--- src/hdl/json_string_unescaper_core_assert.svh ---
// ----------------------------------------------------------------------------
// json_string_unescaper_core_assert.svh
// Assertion macros shared by the unescaper modules. Clock clk, reset rst_n.
// ----------------------------------------------------------------------------
`ifndef JSON_STRING_UNESCAPER_CORE_ASSERT_SVH
`define JSON_STRING_UNESCAPER_CORE_ASSERT_SVH

// expression holds at every edge out of reset
`define JSUC_ASSERT(lbl, expr, msg) \
  lbl: assert property (@(posedge clk) disable iff (!rst_n) (expr)) else $error(msg);

// same-cycle implication
`define JSUC_ASSERT_IMPL(lbl, ante, cons, msg) \
  lbl: assert property (@(posedge clk) disable iff (!rst_n) (ante) |-> (cons)) else $error(msg);

// next-cycle implication
`define JSUC_ASSERT_NEXT(lbl, ante, cons, msg) \
  lbl: assert property (@(posedge clk) disable iff (!rst_n) (ante) |=> (cons)) else $error(msg);

`endif

--- src/hdl/jsu_pkg.sv ---
// ----------------------------------------------------------------------------
// jsu_pkg
// Types and codes shared by the JSON string unescaper front end, request
// queue and output serialiser.
// ----------------------------------------------------------------------------
package jsu_pkg;

  localparam logic [1:0] ST_OK      = 2'd0;
  localparam logic [1:0] ST_BADSTR  = 2'd1;
  localparam logic [1:0] ST_BADUTF8 = 2'd2;

  localparam logic KIND_DATA   = 1'b0;
  localparam logic KIND_STATUS = 1'b1;

  typedef enum logic [2:0] {
    MODE_NORMAL,
    MODE_ESC,
    MODE_HEX1,
    MODE_PAIR_BS,
    MODE_PAIR_U,
    MODE_HEX2,
    MODE_SEQ
  } mode_t;

  // one request: up to four data bytes then an optional status item
  typedef struct packed {
    logic [3:0][7:0] data;
    logic [2:0]      n_data;
    logic            has_st;
    logic [1:0]      st;
  } cmd_t;

endpackage

--- src/hdl/json_string_unescaper_core.sv ---
// ----------------------------------------------------------------------------
// json_string_unescaper_core
// JSON string body unescaper with UTF-8 encoding of \u escapes and checking
// of raw multibyte UTF-8.
// ----------------------------------------------------------------------------
// One input byte is taken per cycle while the request queue has room. The
// output side gives one result per cycle while out_stall is low, so a byte
// that yields up to one result keeps the full byte-per-cycle rate, while a
// \u escape or completed raw sequence yielding n bytes (plus a status item
// on the last byte) holds the output until all of them are taken. A queue
// of QDEPTH requests between the scanner and the output serialiser absorbs
// these bursts; the input stalls only while that queue is full.
module json_string_unescaper_core #(
  parameter int QDEPTH = 4
) (
  input  logic       clk,
  input  logic       rst_n,
  input  logic       in_valid,
  output logic       in_stall,
  input  logic [7:0] in_byte,
  input  logic       in_last,
  output logic       out_valid,
  input  logic       out_stall,
  output logic       out_kind,
  output logic [7:0] out_byte,
  output logic [1:0] out_status,
  output logic       out_run_last
);

  logic          accept;
  logic          req_push;
  jsu_pkg::cmd_t req;
  logic          q_full, q_empty, q_pop;
  jsu_pkg::cmd_t q_head;

  assign in_stall = q_full;
  assign accept   = in_valid && !q_full;

  jsu_front u_front (
    .clk      (clk),
    .rst_n    (rst_n),
    .accept   (accept),
    .in_byte  (in_byte),
    .in_last  (in_last),
    .req_push (req_push),
    .req      (req)
  );

  jsu_fifo #(
    .DEPTH (QDEPTH)
  ) u_fifo (
    .clk       (clk),
    .rst_n     (rst_n),
    .push      (req_push),
    .push_data (req),
    .pop       (q_pop),
    .full      (q_full),
    .empty     (q_empty),
    .head      (q_head)
  );

  jsu_back u_back (
    .clk          (clk),
    .rst_n        (rst_n),
    .empty        (q_empty),
    .head         (q_head),
    .pop          (q_pop),
    .out_valid    (out_valid),
    .out_stall    (out_stall),
    .out_kind     (out_kind),
    .out_byte     (out_byte),
    .out_status   (out_status),
    .out_run_last (out_run_last)
  );

endmodule

--- src/hdl/jsu_front.sv ---
// ----------------------------------------------------------------------------
// jsu_front
// Scanner: takes one byte per cycle while accept is high, tracks escape and
// UTF-8 state and pushes a serialiser request per byte that yields a result.
// ----------------------------------------------------------------------------
module jsu_front (
  input  logic           clk,
  input  logic           rst_n,
  input  logic           accept,
  input  logic [7:0]     in_byte,
  input  logic           in_last,
  output logic           req_push,
  output jsu_pkg::cmd_t  req
);

  localparam logic [7:0] CH_BSL   = 8'h5C;
  localparam logic [7:0] CH_QUOTE = 8'h22;
  localparam logic [7:0] CH_SLASH = 8'h2F;
  localparam logic [7:0] CH_U     = 8'h75;

  jsu_pkg::mode_t mode_r, mode_nxt, mode_step;
  logic [1:0]     hex_cnt_r, hex_cnt_nxt;
  logic [15:0]    hex_val_r, hex_val_nxt;
  logic           bad_hex_r, bad_hex_nxt;
  logic [9:0]     high_r, high_nxt;
  logic [1:0]     need_r, need_nxt;
  logic [1:0]     have_r, have_nxt;
  logic [20:0]    seqv_r, seqv_nxt;
  logic [1:0]     err_r, err_nxt, err_step;
  logic [7:0]     seq_b_r [3];
  logic           seqb_we;
  logic [1:0]     seqb_idx;

  logic [7:0]     c;
  logic           is_hex;
  logic [3:0]     dig;
  logic [15:0]    hex_new;
  logic           bad_new, hex_done, in_high, in_low;
  logic [20:0]    cp2;
  logic           cont, seq_more, seq_bad;
  logic [1:0]     have_inc;
  logic [20:0]    seq_new;
  logic [8:0]     esc;
  logic [1:0]     st_end;

  function automatic logic [8:0] esc_map(input logic [7:0] ch);
    logic [8:0] r;
    r = 9'd0;
    unique case (ch)
      CH_QUOTE, CH_BSL, CH_SLASH: r = {1'b1, ch};
      8'h62:               r = {1'b1, 8'h08};
      8'h66:               r = {1'b1, 8'h0C};
      8'h6E:               r = {1'b1, 8'h0A};
      8'h72:               r = {1'b1, 8'h0D};
      8'h74:               r = {1'b1, 8'h09};
      default:             r = 9'd0;
    endcase
    return r;
  endfunction

  function automatic jsu_pkg::cmd_t encode(input logic [20:0] cp);
    jsu_pkg::cmd_t r;
    r = '0;
    if (cp <= 21'h7F) begin
      r.data[0] = cp[7:0];
      r.n_data  = 3'd1;
    end else if (cp <= 21'h7FF) begin
      r.data[0] = {3'b110, cp[10:6]};
      r.data[1] = {2'b10, cp[5:0]};
      r.n_data  = 3'd2;
    end else if (cp <= 21'hFFFF) begin
      r.data[0] = {4'b1110, cp[15:12]};
      r.data[1] = {2'b10, cp[11:6]};
      r.data[2] = {2'b10, cp[5:0]};
      r.n_data  = 3'd3;
    end else begin
      r.data[0] = {5'b11110, cp[20:18]};
      r.data[1] = {2'b10, cp[17:12]};
      r.data[2] = {2'b10, cp[11:6]};
      r.data[3] = {2'b10, cp[5:0]};
      r.n_data  = 3'd4;
    end
    return r;
  endfunction

  assign c = in_byte;

  always_comb begin
    is_hex = 1'b1;
    dig    = 4'd0;
    priority if (c >= 8'h30 && c <= 8'h39) dig = 4'(c - 8'h30);
    else if (c >= 8'h61 && c <= 8'h66)     dig = 4'(c - 8'h57);
    else if (c >= 8'h41 && c <= 8'h46)     dig = 4'(c - 8'h37);
    else                                   is_hex = 1'b0;
  end

  assign hex_new  = {hex_val_r[11:0], dig};
  assign bad_new  = bad_hex_r | ~is_hex;
  assign hex_done = (hex_cnt_r == 2'd3);
  assign in_high  = (hex_new >= 16'hD800) && (hex_new <= 16'hDBFF);
  assign in_low   = (hex_new >= 16'hDC00) && (hex_new <= 16'hDFFF);
  assign cp2      = 21'h10000 + {1'b0, high_r, hex_new[9:0]};

  assign cont     = (c[7:6] == 2'b10);
  assign seq_new  = {seqv_r[14:0], c[5:0]};
  assign have_inc = have_r + 2'd1;
  assign seq_more = (have_inc < need_r);
  assign seq_bad  = (seq_new >= 21'h0D800 && seq_new <= 21'h0DFFF) ||
                    (need_r == 2'd1 && seq_new < 21'h80) ||
                    (need_r == 2'd2 && seq_new < 21'h800) ||
                    (need_r == 2'd3 && seq_new < 21'h10000) ||
                    (seq_new > 21'h10FFFF);
  assign esc      = esc_map(c);

  // next state
  always_comb begin
    mode_step   = mode_r;
    err_step    = err_r;
    hex_cnt_nxt = hex_cnt_r;
    hex_val_nxt = hex_val_r;
    bad_hex_nxt = bad_hex_r;
    high_nxt    = high_r;
    need_nxt    = need_r;
    have_nxt    = have_r;
    seqv_nxt    = seqv_r;
    seqb_we     = 1'b0;
    seqb_idx    = 2'd0;
    if (err_r == jsu_pkg::ST_OK) begin
      unique case (mode_r)
        jsu_pkg::MODE_NORMAL: begin
          priority if (c == CH_BSL) begin
            mode_step = jsu_pkg::MODE_ESC;
          end else if (c < 8'h20) begin
            err_step = jsu_pkg::ST_BADSTR;
          end else if (c[7]) begin
            priority if (c[7:5] == 3'b110) begin
              need_nxt = 2'd1;
              seqv_nxt = {16'd0, c[4:0]};
            end else if (c[7:4] == 4'b1110) begin
              need_nxt = 2'd2;
              seqv_nxt = {17'd0, c[3:0]};
            end else if (c[7:3] == 5'b11110) begin
              need_nxt = 2'd3;
              seqv_nxt = {18'd0, c[2:0]};
            end else begin
              err_step = jsu_pkg::ST_BADUTF8;
            end
            if (c[7:3] != 5'b11111 && c[7:6] != 2'b10) begin
              seqb_we   = 1'b1;
              have_nxt  = 2'd0;
              mode_step = jsu_pkg::MODE_SEQ;
            end
          end else begin
            mode_step = jsu_pkg::MODE_NORMAL;
          end
        end
        jsu_pkg::MODE_ESC: begin
          mode_step = jsu_pkg::MODE_NORMAL;
          if (c == CH_U) begin
            hex_cnt_nxt = 2'd0;
            hex_val_nxt = 16'd0;
            bad_hex_nxt = 1'b0;
            mode_step   = jsu_pkg::MODE_HEX1;
          end else if (!esc[8]) begin
            err_step = jsu_pkg::ST_BADSTR;
          end
        end
        jsu_pkg::MODE_HEX1: begin
          hex_val_nxt = hex_new;
          bad_hex_nxt = bad_new;
          hex_cnt_nxt = hex_cnt_r + 2'd1;
          if (hex_done) begin
            mode_step = jsu_pkg::MODE_NORMAL;
            priority if (bad_new || in_low) begin
              err_step = jsu_pkg::ST_BADUTF8;
            end else if (in_high) begin
              high_nxt  = hex_new[9:0];
              mode_step = jsu_pkg::MODE_PAIR_BS;
            end else begin
              mode_step = jsu_pkg::MODE_NORMAL;
            end
          end
        end
        jsu_pkg::MODE_PAIR_BS: begin
          if (c == CH_BSL) begin
            mode_step = jsu_pkg::MODE_PAIR_U;
          end else begin
            err_step  = jsu_pkg::ST_BADUTF8;
            mode_step = jsu_pkg::MODE_NORMAL;
          end
        end
        jsu_pkg::MODE_PAIR_U: begin
          if (c == CH_U) begin
            hex_cnt_nxt = 2'd0;
            hex_val_nxt = 16'd0;
            bad_hex_nxt = 1'b0;
            mode_step   = jsu_pkg::MODE_HEX2;
          end else begin
            err_step  = jsu_pkg::ST_BADUTF8;
            mode_step = jsu_pkg::MODE_NORMAL;
          end
        end
        jsu_pkg::MODE_HEX2: begin
          hex_val_nxt = hex_new;
          bad_hex_nxt = bad_new;
          hex_cnt_nxt = hex_cnt_r + 2'd1;
          if (hex_done) begin
            mode_step = jsu_pkg::MODE_NORMAL;
            if (bad_new || !in_low) err_step = jsu_pkg::ST_BADUTF8;
          end
        end
        jsu_pkg::MODE_SEQ: begin
          if (!cont) begin
            err_step  = jsu_pkg::ST_BADUTF8;
            mode_step = jsu_pkg::MODE_NORMAL;
          end else begin
            seqv_nxt = seq_new;
            if (seq_more) begin
              have_nxt = have_inc;
              seqb_we  = 1'b1;
              seqb_idx = have_inc;
            end else begin
              mode_step = jsu_pkg::MODE_NORMAL;
              if (seq_bad) err_step = jsu_pkg::ST_BADUTF8;
            end
          end
        end
        default: mode_step = jsu_pkg::MODE_NORMAL;
      endcase
    end

    mode_nxt = mode_step;
    err_nxt  = err_step;
    if (in_last) begin
      mode_nxt    = jsu_pkg::MODE_NORMAL;
      err_nxt     = jsu_pkg::ST_OK;
      hex_cnt_nxt = 2'd0;
      hex_val_nxt = 16'd0;
      bad_hex_nxt = 1'b0;
      high_nxt    = 10'd0;
      need_nxt    = 2'd0;
      have_nxt    = 2'd0;
      seqv_nxt    = 21'd0;
    end
  end

  always_comb begin
    priority if (err_step != jsu_pkg::ST_OK) begin
      st_end = err_step;
    end else if (mode_step == jsu_pkg::MODE_ESC || mode_step == jsu_pkg::MODE_HEX1) begin
      st_end = jsu_pkg::ST_BADSTR;
    end else if (mode_step != jsu_pkg::MODE_NORMAL) begin
      st_end = jsu_pkg::ST_BADUTF8;
    end else begin
      st_end = jsu_pkg::ST_OK;
    end
  end

  // request for this byte
  always_comb begin
    req = '0;
    if (err_r == jsu_pkg::ST_OK) begin
      unique case (mode_r)
        jsu_pkg::MODE_NORMAL: begin
          if (c >= 8'h20 && !c[7] && c != CH_BSL) begin
            req.data[0] = c;
            req.n_data  = 3'd1;
          end
        end
        jsu_pkg::MODE_ESC: begin
          if (esc[8]) begin
            req.data[0] = esc[7:0];
            req.n_data  = 3'd1;
          end
        end
        jsu_pkg::MODE_HEX1: begin
          if (hex_done && !bad_new && !in_high && !in_low) req = encode({5'd0, hex_new});
        end
        jsu_pkg::MODE_HEX2: begin
          if (hex_done && !bad_new && in_low) req = encode(cp2);
        end
        jsu_pkg::MODE_SEQ: begin
          if (cont && !seq_more && !seq_bad) begin
            req.data[0] = seq_b_r[0];
            req.data[1] = (need_r == 2'd1) ? c : seq_b_r[1];
            req.data[2] = (need_r == 2'd2) ? c : seq_b_r[2];
            req.data[3] = c;
            req.n_data  = {1'b0, need_r} + 3'd1;
          end
        end
        default: req = '0;
      endcase
    end
    if (in_last) begin
      req.has_st = 1'b1;
      req.st     = st_end;
    end
  end

  assign req_push = accept && (req.n_data != 3'd0 || req.has_st);

  always_ff @(posedge clk) begin
    if (!rst_n) begin
      mode_r    <= jsu_pkg::MODE_NORMAL;
      err_r     <= jsu_pkg::ST_OK;
      hex_cnt_r <= 2'd0;
      hex_val_r <= 16'd0;
      bad_hex_r <= 1'b0;
      high_r    <= 10'd0;
      need_r    <= 2'd0;
      have_r    <= 2'd0;
      seqv_r    <= 21'd0;
    end else if (accept) begin
      mode_r    <= mode_nxt;
      err_r     <= err_nxt;
      hex_cnt_r <= hex_cnt_nxt;
      hex_val_r <= hex_val_nxt;
      bad_hex_r <= bad_hex_nxt;
      high_r    <= high_nxt;
      need_r    <= need_nxt;
      have_r    <= have_nxt;
      seqv_r    <= seqv_nxt;
    end
  end

  always_ff @(posedge clk) begin
    if (accept && seqb_we) seq_b_r[seqb_idx] <= c;
  end

endmodule

--- src/hdl/jsu_fifo.sv ---
// ----------------------------------------------------------------------------
// jsu_fifo
// Short request queue between the scanner and the output serialiser.
// ----------------------------------------------------------------------------
`include "json_string_unescaper_core_assert.svh"

module jsu_fifo #(
  parameter int DEPTH = 4
) (
  input  logic          clk,
  input  logic          rst_n,
  input  logic          push,
  input  jsu_pkg::cmd_t push_data,
  input  logic          pop,
  output logic          full,
  output logic          empty,
  output jsu_pkg::cmd_t head
);

  localparam int AW = (DEPTH > 1) ? $clog2(DEPTH) : 1;
  localparam int CW = $clog2(DEPTH + 1);

  jsu_pkg::cmd_t  mem [DEPTH];
  logic [AW-1:0]  wr_ptr_r, wr_ptr_nxt;
  logic [AW-1:0]  rd_ptr_r, rd_ptr_nxt;
  logic [CW-1:0]  cnt_r, cnt_nxt;

  assign full  = (cnt_r == CW'(DEPTH));
  assign empty = (cnt_r == '0);
  assign head  = mem[rd_ptr_r];

  assign wr_ptr_nxt = (wr_ptr_r == AW'(DEPTH - 1)) ? '0 : wr_ptr_r + 1'b1;
  assign rd_ptr_nxt = (rd_ptr_r == AW'(DEPTH - 1)) ? '0 : rd_ptr_r + 1'b1;

  always_comb begin
    unique case ({push, pop})
      2'b10:   cnt_nxt = cnt_r + 1'b1;
      2'b01:   cnt_nxt = cnt_r - 1'b1;
      default: cnt_nxt = cnt_r;
    endcase
  end

  always_ff @(posedge clk) begin
    if (!rst_n) begin
      wr_ptr_r <= '0;
      rd_ptr_r <= '0;
      cnt_r    <= '0;
    end else begin
      if (push) wr_ptr_r <= wr_ptr_nxt;
      if (pop)  rd_ptr_r <= rd_ptr_nxt;
      cnt_r <= cnt_nxt;
    end
  end

  always_ff @(posedge clk) begin
    if (push) mem[wr_ptr_r] <= push_data;
  end

  `JSUC_ASSERT(a_no_overflow, !(push && full), "request pushed into full queue")
  `JSUC_ASSERT(a_no_underflow, !(pop && empty), "request popped from empty queue")
  `JSUC_ASSERT(a_cnt_range, cnt_r <= CW'(DEPTH), "queue count out of range")

endmodule

--- src/hdl/jsu_back.sv ---
// ----------------------------------------------------------------------------
// jsu_back
// Output serialiser: walks the head request one result per cycle while
// out_stall is low, data bytes first, then the status item.
// ----------------------------------------------------------------------------
`include "json_string_unescaper_core_assert.svh"

module jsu_back (
  input  logic          clk,
  input  logic          rst_n,
  input  logic          empty,
  input  jsu_pkg::cmd_t head,
  output logic          pop,
  output logic          out_valid,
  input  logic          out_stall,
  output logic          out_kind,
  output logic [7:0]    out_byte,
  output logic [1:0]    out_status,
  output logic          out_run_last
);

  logic [2:0] idx_r, idx_nxt;
  logic [2:0] total;
  logic       is_data;
  logic       acc;

  assign total        = head.n_data + {2'd0, head.has_st};
  assign is_data      = (idx_r < head.n_data);
  assign out_valid    = !empty;
  assign out_kind     = is_data ? jsu_pkg::KIND_DATA : jsu_pkg::KIND_STATUS;
  assign out_byte     = is_data ? head.data[idx_r[1:0]] : 8'd0;
  assign out_status   = is_data ? jsu_pkg::ST_OK : head.st;
  assign out_run_last = (idx_r == total - 3'd1);

  assign acc = out_valid && !out_stall;
  assign pop = acc && out_run_last;

  always_comb begin
    idx_nxt = idx_r;
    if (acc) idx_nxt = out_run_last ? 3'd0 : idx_r + 3'd1;
  end

  always_ff @(posedge clk) begin
    if (!rst_n) begin
      idx_r <= 3'd0;
    end else begin
      idx_r <= idx_nxt;
    end
  end

  `JSUC_ASSERT_IMPL(a_head_nonempty, !empty, total != 3'd0, "empty request in queue")
  `JSUC_ASSERT_IMPL(a_idx_range, !empty, idx_r < total, "result index past request")
  `JSUC_ASSERT_NEXT(a_idx_wrap, pop, idx_r == 3'd0, "result index not cleared on pop")

endmodule

--- config.mk ---
export PLATFORM = sky130hd
export DESIGN_NAME = json_string_unescaper_core
export DESIGN_NICKNAME = d
export VERILOG_FILES = /design/src/hdl/jsu_pkg.sv /design/src/hdl/json_string_unescaper_core.sv /design/src/hdl/jsu_front.sv /design/src/hdl/jsu_fifo.sv /design/src/hdl/jsu_back.sv
export VERILOG_INCLUDE_DIRS = /design/src /design/src/hdl
export SDC_FILE = /design/constraint.sdc
export NUM_CORES = 1
export LEC_CHECK = 0
export ABC_AREA = 1
export BUFFER_PORTS_ARGS = -buffer_cell sky130_fd_sc_hd__buf_2
export CAP_MARGIN = 40
export CORE_MARGIN = 2
export CORE_UTILIZATION = 39
export DETAILED_ROUTE_END_ITERATION = 16
export SYNTH_ARGS = -nofsm -noshare
export SYNTH_HDL_FRONTEND = slang
export SYNTH_SLANG_ARGS = --single-unit
--- constraint.sdc ---
create_clock -name clk -period 4.3 [get_ports clk]
set_clock_uncertainty 0.2 [all_clocks]
set_input_delay 0 -clock clk [delete_from_list [all_inputs] [get_ports clk]]
set_output_delay 0 -clock clk [all_outputs]
set_load 0.02 [all_outputs]
==> impl_metrics.toml, run 1 <==
[status]
run_status = "completed"

[logic_synthesis]
netlist_instances = 1426
ys_seq_area_share_pct = 52.3
synth_mux_area_share_pct = 0
ys_ff_latch = 237
synth_warnings = 0
synth-async-reset-ratio_pct = 0
yosys.area_share.simple_pct = 21.1
synth_edf_count = 176
synth-xor-area-share_pct = 0.634
syn_area_um2 = 12400
avgSynthCellArea_um2 = 8.72
synthAdderAreaFrac_pct = 2.37
synth_flop_cell = "edfxtp_1"
synth-compound-area-share_pct = 16.9
synth_top_family_by_area = "simple AND/OR/NAND/NOR gates"
yosysUniqueCellTypes = 58

[floorplanning]
coreArea_um2 = 31500
io_pins = 27
die_y_um = 183
initial_core_util_pct = 39.5
die_area_um2 = 33300
rows = 65
die_w_um = 183

[clock_tree]
clkTransAtPathRegs_ns = 0.06
cts_htree_levels = 1
cts_setup_buffers = 0
cts_tree = "done"
cts.sinks = 237
cts_root_buf = "clkbuf_16"
clock_latency_ns = 0.56
cts_buffers = 27
clockBufferDepth = 3

[route]
wl_per_cell_um = 20.0
vias = 10516
drt_iter0_markers = 821
drc = 0
wirelength_mm = 38.0
firstDrtPassIters = 6
ant_nets = 0
via_per_inst = 5.52

[placement]
gp_congestion = 0.980
place_area_um2 = 13300
dp_cells = 1841
post-place-ws_ns = 0.376
portBuffers = 26
hpwlAfterDp_mm = 27.6

[timing]
hold_ws_ns = 0.0759
finalHoldViolations = 0
rsz0062_at_grt = "false"
postLayoutSetupSlackWorst_ns = 0.357
max_freq_mhz = 254
finalMaxSlewViolations = 0
fin_crit_ns = 3.94
relSlewSlack_pct = 52.6
fin_crit_sh_pct = 91.7
worstMarginPinSlew_ns = 0.709
setup_tns_ns = 0
setup_viol = 0

[finish]
drive_above_1_share_pct = 11.3
finalNonFillerCells = 1906
fin_nets = 1519
final_core_util_pct = 45.5
area_delta_synth_final_pct = 15.1
antenna_cells = 0
fin_area_um2 = 14300

[setup_path]
ff2ff_setup_slack_ns = 0.47
worstReg2RegEnd = "u_fifo.cnt_r[2]$_SDFFE_PN0P_"
worst_ep_arrival_time_ns = 4.18
r2r-start = "u_front.high_r[6]$_SDFFE_PN0P_"
reg2reg_depth = 23
cp_max_fo = 12
crit_type = "in2reg"
cp-start-kind = "input port"
cp-end-kind = "register"
cp_common_cell = "nand2_2"
crit_required_ns = 4.54
cp_slowest_cell = "dlygate4sd3_1"
slowest_delay_ns = 0.55

[power_and_ir_drop]
p_leak_nw = 5.36
power_mw = 5.77
peakVddDrop_v = 0.000284
p_per_area_nw_per_um2 = 403

[grt]
first_global_vias = 10232
grt.total_usage_pct = 23.0
antenna_found_initial = 0
overflow = 0
grt_pass1_wl_mm = 59.1
grt_max_degree = 47

[min_path]
hold_depth = 2
hold_start = "in_byte[7]"
hold_end = "u_front.seq_b_r[2][7]$_DFFE_PP_"
hold_class = "in2reg"

[job]
max_cap_viol_count = 0
cell type report:
cell class                      instances  area [um2]
Fill cell                            3087       17200
Sequential cell                       237        6510
Multi-Input combinational cell        981        5140
Clock buffer                           41         779
Timing Repair Buffer                   92         729
Inverter                              144         546
Tap cell                              402         503
Clock inverter                          9         109
power breakdown:
| group | internal (mW) | total (mW) | leakage, nW | switching (mW) |
|---|---|---|---|---|
| Sequential | 2.55 | 2.60 | 2.05 | 0.0484 |
| Clock | 1.37 | 2.30 | 0.438 | 0.931 |
| Combinational | 0.268 | 0.864 | 2.87 | 0.595 |
cells by family (layout without fill, tap and decap cells):
kind of cell,Yosys count,in the layout
DFF,237,237
and+or+nand+nor,586,586
buffers and inverters,211,286
adders and majority gates,23,23
xor gates and xnor gates,9,9
AOI/OAI and AO/OA,359,359
other,1,4
critical path, delay by kind of cell:
family,cells,cell delay [ns]
buffers and inverters,7,1.15
AOI/OAI and AO/OA,4,0.46
and+or+nand+nor,19,1.79
adders and majority gates,3,0.75
sequential cells by signal, summed over array words and instances (netlist names), named ones only:
signal / flops
u_fifo.rd_ptr_r: 2
u_front.hex_val_r: 12
u_front.need_r: 2
u_front.high_r: 10
u_back.idx_r: 3
u_front.err_r: 2
u_front.have_r: 2
u_front.seq_b_r: 24
u_fifo.mem: 152
u_fifo.cnt_r: 3
u_front.seqv_r: 15
u_front.mode_r: 3
u_front.hex_cnt_r: 2
u_fifo.wr_ptr_r: 2
u_front.bad_hex_r: 1
cell usage after synthesis, types with 22 or more instances:
master,instances,area [um2]
nand2_1,247,927
edfxtp_1,176,5290
nor2_1,173,649
inv_1,127,477
o21ai_0,115,576
a21oi_1,111,556
nand3_1,66,330
dfxtp_1,61,1220
clkbuf_1,52,195
o22ai_1,36,225
nor3_1,33,165
a211oi_1,26,195
nand4_1,23,144
ha_1,22,275
routing by layer:
| metal | vias to the layer above | GRT usage (%) | part of all wire (%) |
|---|---|---|---|
| met5 | - | 0 | 0 |
| li1 | 5089 | - | - |
| met4 | 0 | 7.06 | 3.2 |
| met2 | 324 | 39.9 | 48 |
| met1 | 5030 | 30.2 | 44 |
| met3 | 73 | 2.45 | 4.7 |
cells in the final DEF (no fill, tap or decap), types with 14 or more instances in the layout:
cell type      instances
o211ai_1              15
a211oi_1              26
nand3_1               66
buf_2                 26
a21oi_1              111
buf_4                 45
nor3_1                33
dfxtp_1               60
nor2_1               171
a31oi_1               18
dlygate4sd3_1         15
nand2_1              247
nand2_2               14
clkbuf_16             28
o21ai_0              115
o22ai_1               36
inv_1                126
edfxtp_1             176
ha_1                  21
nand4_1               23
timing repair:
action | in CTS | in global routing
endpoints found under the setup margin | 0 | 3
hold buffers | 15 | 0
endpoints found under the hold margin | 83 | 0
gates resized for setup | 0 | 2
worst max path at each step:
stage,from,to,slack [ns],depth (start not counted)
final,in_byte[1],u_fifo.cnt_r[2]$_SDFFE_PN0P_,0.36,33
after CTS,register,out_byte[3],0.20,10
after global routing,in_byte[1],u_fifo.cnt_r[2]$_SDFFE_PN0P_,0.04,33
after global placement,in_byte[1],u_fifo.cnt_r[2]$_SDFFE_PN0P_,0.38,32
after detailed placement,in_byte[1],u_fifo.cnt_r[2]$_SDFFE_PN0P_,0.38,32
after floorplan,in_byte[0],u_fifo.mem[1][0]$_DFFE_PP_,-0.10,25
No activity file was read; power rests on OpenSTA's default activity.
==> inputs of run 2 (changes only) <==
CORE_ASPECT_RATIO = 2   (was default)
==> impl_metrics.toml, run 2 (same netlist as run 1, synthesis figures left out) <==
[status]
run_status = "completed"

[clock_tree]
cts_root_buf = "clkbuf_16"
clockBufferDepth = 3
cts_htree_levels = 1
cts_tree = "done"
cts.sinks = 237
cts_buffers = 23
clkTransAtPathRegs_ns = 0.07
clock_latency_ns = 0.54

[floorplanning]
die_area_um2 = 33400
coreArea_um2 = 31400
rows = 92
initial_core_util_pct = 39.6
io_pins = 27
die_w_um = 130
die_y_um = 257

[power_and_ir_drop]
p_sw_mw = 1.58
pwr-share-clk_pct = 36.8
peakVddDrop_v = 0.000257
power_mw = 5.58
p_per_area_nw_per_um2 = 387
p_int_mw = 4.00
pwr-share-seq_pct = 46.7
power_frac_comb_pct = 16.5
p_leak_nw = 5.40
swShare_pct = 28.3

[finish]
final_core_util_pct = 45.8
final_cell_mix = "nand2_1 (247), edfxtp_1 (176), nor2_1 (171)"
multi_input_area_um2 = 5160
area_delta_synth_final_pct = 15.7
antenna_cells = 0
top_register = "u_fifo.mem"
reg_top3 = "u_fifo.mem (152), u_front.seq_b_r (24), u_front.seqv_r (15)"
final_common_cell = "nand2_1"
fillers = 3102
drive_above_1_share_pct = 12.9
fin_nets = 1541
largest_reg_flops = 152
seqCellArea_um2 = 6510
fin_area_um2 = 14400

[setup_path]
cp_max_fo = 4
reg2reg_depth = 23
crit_type = "reg2reg"
cp_common_cell = "nand2_1"
cp_slowest_cell = "dfxtp_1"
worstPathCellList = "inv_1 > nor3_1 > nand4_1 > nor2_1 > nand4_1 > nand2_1 > nand2_2 > nand2_1 > nand2_1 > nand2_1 > nand2_1 > nand2_1 > nand2_1 > nor2_4 > nor2_8 > inv_4 > ha_1 > inv_1 > fa_1 > a21oi_1 > o21ai_0 > buf_4 > a21oi_1"
cp-end-kind = "register"
cp-start-kind = "register"
worst_ep_arrival_time_ns = 4.19
slowest_delay_ns = 0.49
crit_required_ns = 4.56

[route]
wirelength_mm = 45.2
via_per_inst = 5.58
wl_per_cell_um = 23.2
vias = 10838
ant_nets = 0
drt_iter0_markers = 717
drc = 0
firstDrtPassIters = 6

[timing]
rsz0062_at_grt = "false"
hold_ws_ns = 0.0948
finalMaxSlewViolations = 0
fin_crit_ns = 3.93
setup_viol = 0
worstMarginPinSlew_ns = 0.901
relSlewSlack_pct = 39.8
setup_tns_ns = 0
fin_crit_sh_pct = 91.5
finalHoldViolations = 0
max_freq_mhz = 254

[min_path]
hold_depth = 2
hold_class = "in2reg"

[grt]
antenna_found_initial = 0
grt.total_usage_pct = 27.3
first_global_vias = 10934
grt_pass1_wl_mm = 66.7
overflow = 0
grt_max_degree = 65

[placement]
hpwlAfterDp_mm = 33.8
portBuffers = 26
gp_congestion = 1.06
place_area_um2 = 13500

[job]
max_cap_viol_count = 0
[run 2: layout make-up]
cell class | count | area share [%]
multi-input cells | 981 | 35.8
clock buffers | 25 | 4.05
inverters | 144 | 3.82
flip-flops and latches | 237 | 45.2
well taps | 423 | 3.68
clock inverters | 16 | 1.13
repair buffers | 118 | 6.28
[run 2: metrics by stage]
stage / std cells / setup slack [ns]
2_1_floorplan: 1429 / -0.101
3_3_place_gp: 1886 / 0.291
3_5_place_dp: 1888 / 0.222
4_1_cts: 1942 / 0.236
5_1_grt: 1944 / 0.00200
6_report: 1944 / 0.365
[run 2: worst paths after layout]
| check | from | to | slack [ns] |
|---|---|---|---|
| worst min register to register | u_front.seqv_r[12]$_SDFFE_PN0P_ | u_front.seqv_r[12]$_SDFFE_PN0P_ | 0.27 |
| worst max-delay path | u_front.high_r[5]$_SDFFE_PN0P_ | u_fifo.cnt_r[2]$_SDFFE_PN0P_ | 0.37 |
| worst min-delay path | in_byte[7] | u_front.seq_b_r[0][7]$_DFFE_PP_ | 0.09 |
| worst max register to register | u_front.high_r[5]$_SDFFE_PN0P_ | u_fifo.cnt_r[2]$_SDFFE_PN0P_ | 0.37 |
[run 2: per-layer routing]
layer  vias up  global-route usage (%)  part of all wire [%]
met2       326                    53.3                    57
met4         0                    18.2                   7.8
li1       5117                       -                     -
met3       147                    2.84                   3.3
met5         -                       0                     0
met1      5248                    25.6                    32
[run 2: critical path, delay by kind of cell, from the launching register on]
family	cells	cell delay (ns)
AND/OR/NAND/NOR	14	1.83
adder cells (fa/ha/maj)	2	0.50
flip-flops	1	0.49
buffers and inverters	4	0.47
AO/OA/AOI/OAI	3	0.38
[run 2: power groups by stage]
stage	sequential, mW	combinational [mW]	clock (mW)
floorplan	2.63	0.564	0
global placement	2.65	0.898	0
detailed placement	2.65	0.902	0
CTS	2.60	0.916	2.08
global route	2.61	1.01	2.17
finish	2.60	0.921	2.05
[run 2: what timing repair did]
action	CTS	global route
buffers inserted	0	2
endpoints found under the setup margin	0	1
hold buffers	13	0
resized for setup	0	4
hold endpoints to repair	87	0
==> inputs of run 3 (changes only) <==
CORE_UTILIZATION = 57   (was 39)
PLACE_DENSITY = 0.76   (was default)
SETUP_SLACK_MARGIN = 0.5   (was default)
==> impl_metrics.toml, run 3 (same netlist as run 1, synthesis figures left out) <==
[status]
run_status = "completed"

[timing]
postLayoutSetupSlackWorst_ns = 0.717
fin_crit_sh_pct = 83.3
finalHoldViolations = 0
worstMarginPinSlew_ns = 0.677
finalMaxSlewViolations = 0
relSlewSlack_pct = 54.6
setup_viol = 0
rsz0062_at_grt = "true"
fin_crit_ns = 3.58
max_freq_mhz = 279
setup_tns_ns = 0

[job]
max_cap_viol_count = 0

[grt]
antenna_found_initial = 0
first_global_vias = 11110
grt_pass1_wl_mm = 63.3
overflow = 0
grt_max_degree = 63
grt.total_usage_pct = 38.0

[power_and_ir_drop]
p_sw_mw = 1.49
power_mw = 5.26
p_leak_nw = 5.42
pwr-share-clk_pct = 32.7
peakVddDrop_v = 0.000332
pwr-share-seq_pct = 49.6
p_int_mw = 3.77
swShare_pct = 28.4
p_per_area_nw_per_um2 = 367
power_frac_comb_pct = 17.7

[finish]
reg_top3 = "u_fifo.mem (152), u_front.seq_b_r (24), u_front.seqv_r (15)"
fin_nets = 1546
final_common_cell = "nand2_1"
antenna_cells = 0
top_register = "u_fifo.mem"
largest_reg_flops = 152
area_delta_synth_final_pct = 15.1
fillers = 1751
fin_area_um2 = 14300
drive_above_1_share_pct = 14.7
final_cell_mix = "nand2_1 (243), edfxtp_1 (176), nor2_1 (162)"

[route]
via_per_inst = 6.22
vias = 11185
drt_iter0_markers = 884
firstDrtPassIters = 6
drc = 0
wl_per_cell_um = 23.9
ant_nets = 0
wirelength_mm = 43.0

[setup_path]
cp_max_fo = 7
worst_ep_arrival_time_ns = 3.78
cp-start-kind = "register"
crit_required_ns = 4.49
ff2ff_setup_slack_ns = 0.72
cp-end-kind = "register"
crit_type = "reg2reg"
worstReg2RegEnd = "u_fifo.cnt_r[1]$_SDFFE_PN0P_"
r2r-start = "u_front.hex_val_r[0]$_SDFFE_PN0P_"
reg2reg_depth = 22

[min_path]
hold_start = "in_byte[7]"
hold_depth = 5
hold_class = "in2reg"
hold_end = "u_front.have_r[0]$_SDFFE_PN0P_"

[placement]
portBuffers = 26
gp_congestion = 1.03
hpwlAfterDp_mm = 31.8
place_area_um2 = 13300
post-place-ws_ns = 0.329

[clock_tree]
clkTransAtPathRegs_ns = 0.07
cts.sinks = 237
clock_latency_ns = 0.52
cts_htree_levels = 1
cts_root_buf = "clkbuf_16"
cts_tree = "done"
clockBufferDepth = 3
cts_buffers = 21

[floorplanning]
io_pins = 27
rows = 76
die_area_um2 = 23100
die_w_um = 108
initial_core_util_pct = 57.9
die_y_um = 213
coreArea_um2 = 21500
## run 3: cell types whose count changed in the layout (fill, tap and decap cells not counted), sizes merged
| cell | change |
|---|---|
| clkbuf | +6 |
| clkinv | -4 |
| buf | +3 |
| bufinv | -3 |
| dlygate4sd3 | +3 |
| clkinvlp | -2 |
## run 3: layer usage
metal | track usage [%] | share of wire (%) | vias to the layer above
met5 | 0 | 0 | -
met4 | 35.3 | 11 | 0
met3 | 6.50 | 5.9 | 216
met2 | 69.3 | 53 | 525
met1 | 34.1 | 30 | 5312
li1 | - | - | 5132
## run 3: area by class of cell
class | count | area [um2] | area share (%)
Tap cell | 273 | 342 | 2.39
Clock buffer | 30 | 563 | 3.93
Sequential cell | 237 | 6520 | 45.5
Inverter | 144 | 552 | 3.85
Timing Repair Buffer | 125 | 1020 | 7.13
Clock inverter | 7 | 40.0 | 0.280
Multi-Input combinational cell | 981 | 5280 | 36.9
## run 3: worst max path at each step
stage | from | end | slack [ns] | cells past startpoint
after global routing | in_byte[5] | u_fifo.cnt_r[2]$_SDFFE_PN0P_ | 0.48 | 30
after floorplan | in_byte[0] | u_fifo.mem[1][0]$_DFFE_PP_ | -0.10 | 25
after CTS | u_front.high_r[5]$_SDFFE_PN0P_ | u_fifo.cnt_r[2]$_SDFFE_PN0P_ | 0.51 | 24
after global placement | in_byte[1] | u_fifo.cnt_r[2]$_SDFFE_PN0P_ | 0.37 | 30
after detailed placement | in_byte[0] | u_fifo.cnt_r[2]$_SDFFE_PN0P_ | 0.33 | 32
final | u_front.hex_val_r[0]$_SDFFE_PN0P_ | u_fifo.cnt_r[1]$_SDFFE_PN0P_ | 0.72 | 22
## run 3: critical path: stages (launching register included)
cell and delay, ns:
dfxtp_1 0.70, nand2_1 0.18, nor2_1 0.14, nand3_1 0.10, nor2_2 0.21, nand2_2 0.11, nand2_2 0.09, nand3_4 0.09
nand2_4 0.11, nor2_8 0.04, nand2_4 0.07, nand2_2 0.05, nand2_2 0.07, nand2_2 0.08, nor2_4 0.15, nor2_8 0.05
inv_4 0.06, ha_1 0.13, inv_1 0.06, fa_2 0.52, nor2_1 0.04, a21oi_1 0.12, nor2_1 0.06
## run 3: metrics by stage
| stage | instances | utilization, % | hold slack (ns) |
|---|---|---|---|
| finish | 1797 | 66.6 | 0.0384 |
| floorplan | 1429 | - | -0.101 |
| global placement | 1734 | 62.0 | 0.107 |
| CTS | 1791 | 65.7 | 0.00687 |
| global route | 1797 | 66.6 | 0.0977 |
| detailed placement | 1737 | 62.1 | 0.109 |
## run 3: power groups by stage
stage	clock network (mW)	registers (mW)	logic (mW)
after CTS	1.74	2.61	0.904
after global placement	0	2.65	0.872
after global routing	1.82	2.61	1.01
after detailed placement	0	2.65	0.885
after floorplan	0	2.63	0.564
final	1.72	2.61	0.931
## run 3: what timing repair did
action,4_1_cts,5_1_grt
pin swaps,2,8
buffers inserted,1,6
endpoints found under the hold margin,76,0
endpoints found under the setup margin,2,123
hold buffers,16,0
gates resized for setup,4,46
cloned,0,0
